`src/rtl/assert_macros.svh`:
```
// assertion helpers for the circle fit block
`ifndef ASSERT_MACROS_SVH
`define ASSERT_MACROS_SVH

// clocked check, quiet while reset is high
`define AST_RST(name, ck, rs, prop, msg) \
  name: assert property (@(posedge ck) disable iff (rs) prop) else $error(msg);

// clocked check with no reset gating
`define AST_ON(name, ck, prop, msg) \
  name: assert property (@(posedge ck) prop) else $error(msg);

`endif

```
`src/rtl/tpcf_pkg.sv`:
```
`default_nettype none
package tpcf_pkg;

  // field sizes
  localparam int COORD_BITS = 12;
  localparam int FRAC_BITS  = 4;
  localparam int IN_W       = 12;
  localparam int OUT_W      = 20;

  // datapath widths
  localparam int DIF_W  = COORD_BITS + 1;
  localparam int DET_W  = 2 * COORD_BITS + 2;
  localparam int SS_W   = 2 * COORD_BITS + 1;
  localparam int ADET_W = 2 * COORD_BITS + 1;
  localparam int NX_W   = 3 * COORD_BITS + 3;
  localparam int ANX_W  = 3 * COORD_BITS + 2;
  localparam int CD_W   = ANX_W + FRAC_BITS + 1;
  localparam int CE_W   = ADET_W + 1;
  localparam int P_W    = 2 * SS_W;
  localparam int PL_W   = P_W / 2;
  localparam int PH_W   = P_W - PL_W;
  localparam int ML_W   = PL_W + SS_W;
  localparam int MH_W   = PH_W + SS_W;
  localparam int X_W    = P_W + SS_W + 2 * FRAC_BITS;
  localparam int D2_W   = 2 * ADET_W;

  // quotient and root widths
  localparam int QC_W = ((COORD_BITS + FRAC_BITS > OUT_W - 1) ?
                         COORD_BITS + FRAC_BITS : OUT_W - 1) + 1;
  localparam int QR_W = 2 * (OUT_W + 1);
  localparam int SR_W = OUT_W + 1;

  // unit latencies
  localparam int FRONT    = 7;
  localparam int CDIV_LAT = QC_W + 1;
  localparam int RAD_LAT  = QR_W + SR_W + 2;
  localparam int CDLY     = RAD_LAT - CDIV_LAT;

  typedef enum logic [1:0] {
    ST_OK,
    ST_COINCIDE,
    ST_COLLINEAR,
    ST_SATURATED
  } fit_status_t;

endpackage
`default_nettype wire

```
`src/rtl/tpcf_cdiv.sv`:
```
`default_nettype none
// pipelined restoring divide, one quotient bit per stage
module tpcf_cdiv (
  input  logic                          clk,
  input  logic                          en,
  input  logic [tpcf_pkg::CD_W-1:0]     num,
  input  logic [tpcf_pkg::CE_W-1:0]     den,
  output logic [tpcf_pkg::QC_W-1:0]     quo,
  output logic                          ovf
);
  localparam int CD_W  = tpcf_pkg::CD_W;
  localparam int CE_W  = tpcf_pkg::CE_W;
  localparam int QC_W  = tpcf_pkg::QC_W;
  localparam int CMP_W = CD_W + QC_W;

  logic [CD_W-1:0] rem_s [QC_W+1];
  logic [CE_W-1:0] den_s [QC_W+1];
  logic [QC_W-1:0] quo_s [QC_W+1];
  logic            ovf_s [QC_W+1];

  // entry stage: flag quotients too large for the field
  always_ff @(posedge clk) begin
    if (en) begin
      rem_s[0] <= num;
      den_s[0] <= den;
      quo_s[0] <= '0;
      ovf_s[0] <= CMP_W'(num) >= (CMP_W'(den) << QC_W);
    end
  end

  // one trial subtract per stage, msb first
  for (genvar i = 0; i < QC_W; i++) begin : g_step
    localparam int SH = QC_W - 1 - i;
    logic [CMP_W-1:0] trial;
    logic             take;
    assign trial = CMP_W'(den_s[i]) << SH;
    assign take  = CMP_W'(rem_s[i]) >= trial;
    always_ff @(posedge clk) begin
      if (en) begin
        rem_s[i+1] <= take ? CD_W'(CMP_W'(rem_s[i]) - trial) : rem_s[i];
        den_s[i+1] <= den_s[i];
        quo_s[i+1] <= {quo_s[i][QC_W-2:0], take};
        ovf_s[i+1] <= ovf_s[i];
      end
    end
  end

  assign quo = quo_s[QC_W];
  assign ovf = ovf_s[QC_W];
endmodule
`default_nettype wire

```
`config.mk`:
```
export PLATFORM = sky130hd
export DESIGN_NAME = tpcf_cdiv
export DESIGN_NICKNAME = d
export VERILOG_FILES = /design/src/rtl/assert_macros.svh /design/src/rtl/tpcf_pkg.sv /design/src/rtl/tpcf_cdiv.sv
export SDC_FILE = /design/constraint.sdc
export NUM_CORES = 2
export LEC_CHECK = 0
export BUFFER_PORTS_ARGS = -buffer_cell sky130_fd_sc_hd__buf_2
export CELL_PAD_IN_SITES_DETAIL_PLACEMENT = 2
export CELL_PAD_IN_SITES_GLOBAL_PLACEMENT = 2
export CORE_ASPECT_RATIO = 1.1
export CORE_MARGIN = 2
export CORE_UTILIZATION = 45
export DETAILED_ROUTE_END_ITERATION = 8
export PLACE_DENSITY_LB_ADDON = 0.1
export REMOVE_ABC_BUFFERS = 1
export SYNTH_ARGS = -nofsm -noshare
export SYNTH_HDL_FRONTEND = slang
export SYNTH_SLANG_ARGS = --single-unit
export TNS_END_PERCENT = 1
```
`constraint.sdc`:
```
create_clock -name clk -period 4.78 [get_ports clk]
set_clock_uncertainty 0.15 [all_clocks]
set_input_delay 0.717 -clock clk [delete_from_list [all_inputs] [get_ports clk]]
set_output_delay 0.717 -clock clk [all_outputs]
set_load 0.02 [all_outputs]
```
==> impl_metrics.csv <==
group,metric,value,unit
synth,yosys_warnings,0,
critical_path,reg2reg_from,"den_s[1][1]",
critical_path,worstPathArrival,5.19,ns
drt,routed_via_density,5.93,
place,dp_hpwl,215000,um
critical_path,slowest_stage,"a2111oi_0",
synth,synth_edf_count,1611,
critical_path,setup.worst_path.class,"flop to flop",
drt,firstDrtPassIters,5,
synth,muxShareOfSynthArea,1.85,%
synth,synth-simple-area-share,10.4,%
critical_path,reg2regPathDepth,12,
sta,slew_headroom,9.60,%
clock_tree,clkSinkCount,1611,
drt,drt_drc_violations_left,0,
floorplan,die_y,460,um
outcome,status,"finished, final reports clean",
finish,fin_area,96100,sq um
synth,syn_inst,7270,
clock_tree,clk_pin_slew,0.07,ns
floorplan,rows,167,
global_route,grt_usage,31.2,%
pwr,p_total,58.6,mW
critical_path,r2r-end,"rem_s[1][81]",
sta,maxSlewViolCount,0,
clock_tree,clk_latency,0.90,ns
critical_path,end_kind,"flop",
pwr,p_per_area,610,nW/um^2
drt,drt_iter0_drc,2914,
worst_hold_path,hold_class,"input pin to flop",
finish,n_fill_cell,18150,
synth,synth_fa_ha_area_share,8.41,%
critical_path,critPathMaxStageDelay,0.56,ns
sta,fin_crit_sh,99.7,%
sta,finalSetupTns,0,ns
place,gp_congestion,0.932,
drt,wl_per_cell,29.3,um
synth,ys_seq_area_share,57.0,%
place,dpl_cell_area,89600,sq um
critical_path,startpoint_type,"flop",
clock_tree,clockBufferDepth,3,
synth,synth_ff_type,"edfxtp_1",
synth,synth.area.top_cells,"edfxtp_1 (57%), ha_1 (8.0%), a21oi_1 (3.5%), xnor2_1 (3.2%), inv_1 (3.0%)",
synth,synth_cell_types,92,
finish,final_util,51.2,%
synth,synth_top_family_by_area,"compound AO/OA/AOI/OAI gates",
global_route,grt_antenna_before_repair,11,
sta,rsz0062_at_grt,"false",
critical_path,worstSetupStartpoint,"den_s[1][1]",
global_route,overflow,0,
synth,syn_avg_cell_area,11.7,sq um
synth,syn-cell-area,84900,sq um
pwr,pwr-share-comb,38.7,%
floorplan,die-area,192000,sq um
critical_path,endpoint,"rem_s[1][81]",
global_route,grt_max_degree,169,
sta,fmax,210,MHz
finish,drive_above_1_share,9.54,%
clock_tree,cts.htree.levels,4,
floorplan,pin_count,92,
critical_path,crit_fanout,4,
pwr,p_sw_share,38.0,%
floorplan,initial_core_util,45.2,%
worst_hold_path,min_from,"en",
synth,synth.most_common_cell,"edfxtp_1",
clock_tree,postCtsSetupBuffers,0,
synth,synth_commonest_cells,"edfxtp_1 (1611), inv_1 (686), a21oi_1 (602)",
place,io_buffers,91,
pwr,switching_power,22.3,mW
pwr,peakVddDrop,0.463,mV
pwr,power.leakage,37.8,nW
clock_tree,clock-root-buffer,"clkbuf_16",
drt,vias,60634,
pwr,power_frac_clock,24.2,%
global_route,grt_pass1_vias,70161,
pwr,internal_power,36.3,mW
clock_tree,cts_tree,"built",
sta,min_period,4.77,ns
floorplan,fp.dieW,418,um
job,cap_violations,0,
critical_path,worst-r2r-setup-slack,0.01,ns
drt,ant_nets,0,
sta,timing_hold_violations_final,0,
clock_tree,numCtsBuffers,179,
sta,setup_viol,0,
synth,ys_seq_elements,1611,
drt,routed_wl,300000,um
sta,tightest_slew,1.34,ns
synth,synthXorXnorAreaFrac,5.41,%
synth,yosysTopAreaCell,"edfxtp_1",
synth,synthArstFlopShare,0,%
critical_path,worstPathCellList,"inv_1 -> ha_1 -> nor2b_1 -> o21ai_0 -> a21boi_0 -> o21ai_0 -> nand2b_1 -> a221oi_2 -> nand2b_1 -> a21oi_1 -> a2111oi_0 -> xor2_1",
synth,synth-compound-area-share,13.0,%
global_route,grt_pass1_wl,445000,um
synth,synth_top_area_share,57.0,%
sta,holdWs,0.0877,ns
finish,syn_to_final_growth,13.2,%
finish,final_nets,8250,
floorplan,core_area,188000,sq um
critical_path,required,5.20,ns
pwr,p_seq_share,37.1,%
-- placed cells by master (no fill, tap or decap), types with 24 or more instances in the layout --
cell type	synthesis	routed
edfxtp_1	1611	1611
inv_1	686	686
a21oi_1	602	600
ha_1	540	540
nand2_1	491	490
nor2_1	451	450
o21ai_0	413	413
xnor2_1	308	308
a21o_1	230	230
xor2_1	216	216
clkbuf_16	0	181
buf_4	21	166
mux2_2	125	125
nand3_1	123	122
nor3_1	115	114
nand4_1	94	94
buf_2	23	90
o21a_1	89	89
nor2b_1	90	89
nand2b_1	84	84
nor4_1	84	79
dlygate4sd3_1	0	69
o21bai_1	56	55
a31oi_1	57	53
o31ai_1	51	50
and3_1	43	43
or3_1	38	38
clkinv_1	0	37
a211oi_1	36	35
clkbuf_1	130	34
clkinv_2	0	33
or4_1	31	31
o211ai_1	30	30
buf_12	0	28
o31a_1	24	24
and2_1	24	24
-- worst max-delay path, delay by kind of cell (launching register included) --
family	cells	cell delay [ns]
DFF	1	0.50
AOI/OAI and AO/OA	6	2.46
adders and majority gates	1	0.29
xor gates and xnor gates	1	0.19
buffers and inverters	1	0.17
and+or+nand+nor	3	0.70
-- final cells by class --
cell class / count / area (sq um) / share of cell area (%)
Sequential cell: 1611 / 48400 / 50.3
Tap cell: 2450 / 3070 / 3.19
Inverter: 687 / 2580 / 2.68
Clock buffer: 215 / 4660 / 4.85
Timing Repair Buffer: 353 / 2950 / 3.07
Antenna cell: 9 / 22.5 / 0.0234
Multi-Input combinational cell: 4788 / 33300 / 34.7
Clock inverter: 112 / 1130 / 1.17
-- power by group through the flow --
| stage | logic (mW) | clock network, mW | registers (mW) |
|---|---|---|---|
| 2_1_floorplan | 14.8 | 0 | 20.9 |
| 6_report | 22.7 | 14.2 | 21.7 |
| 5_1_grt | 24.7 | 14.9 | 21.9 |
| 4_1_cts | 22.6 | 14.3 | 21.7 |
| 3_5_place_dp | 21.9 | 0 | 21.9 |
| 3_3_place_gp | 20.6 | 0 | 21.5 |
-- routing by layer --
layer / global-route usage, % / vias up / routed length [um]
li1: - / 27500 / -
met1: 24.2 / 30601 / 86200
met2: 63.9 / 1515 / 174000
met3: 4.50 / 1014 / 8690
met4: 28.0 / 4 / 31100
met5: 0 / - / 33
-- timing repair --
action | in CTS | in global routing
endpoints found under the hold margin | 69 | 0
resized for setup | 3 | 3
gates cloned | 0 | 0
hold buffers | 69 | 0
setup endpoints to repair | 3 | 13
-- kinds of logic after synthesis --
| family | after synthesis |
|---|---|
| multiplexers | 141 |
| AO/OA/AOI/OAI | 1781 |
| adder cells (fa/ha/maj) | 559 |
| AND/OR/NAND/NOR | 1783 |
| XOR/XNOR | 524 |
| buffers and inverters | 871 |
| flip-flops | 1611 |
-- state kept, by name, summed over array words and instances (netlist names) --
name and count:
rem_s 860, quo_s 210, den_s 520, ovf_s 21
-- metrics by stage --
step,std cells,setup slack (ns)
global placement,9817,-0.158
detailed placement,9820,0.0275
global route,10221,0.0185
floorplan,7086,-0.282
CTS,10216,0.0813
finish,10225,0.0127
-- worst min path at each step --
| stage | depth (start not counted) | slack (ns) | to |
|---|---|---|---|
| 2_1_floorplan | 0 | 0.25 | ovf_s[0][1] |
| 3_3_place_gp | 0 | 0.25 | quo_s[1][89] |
| 3_5_place_dp | 0 | 0.26 | quo_s[1][26] |
| 4_1_cts | 1 | 0.07 | den_s[0][23] |
| 5_1_grt | 1 | 0.08 | den_s[0][24] |
| 6_report | 1 | 0.09 | den_s[0][23] |
Power figures use the tool's default switching activity.
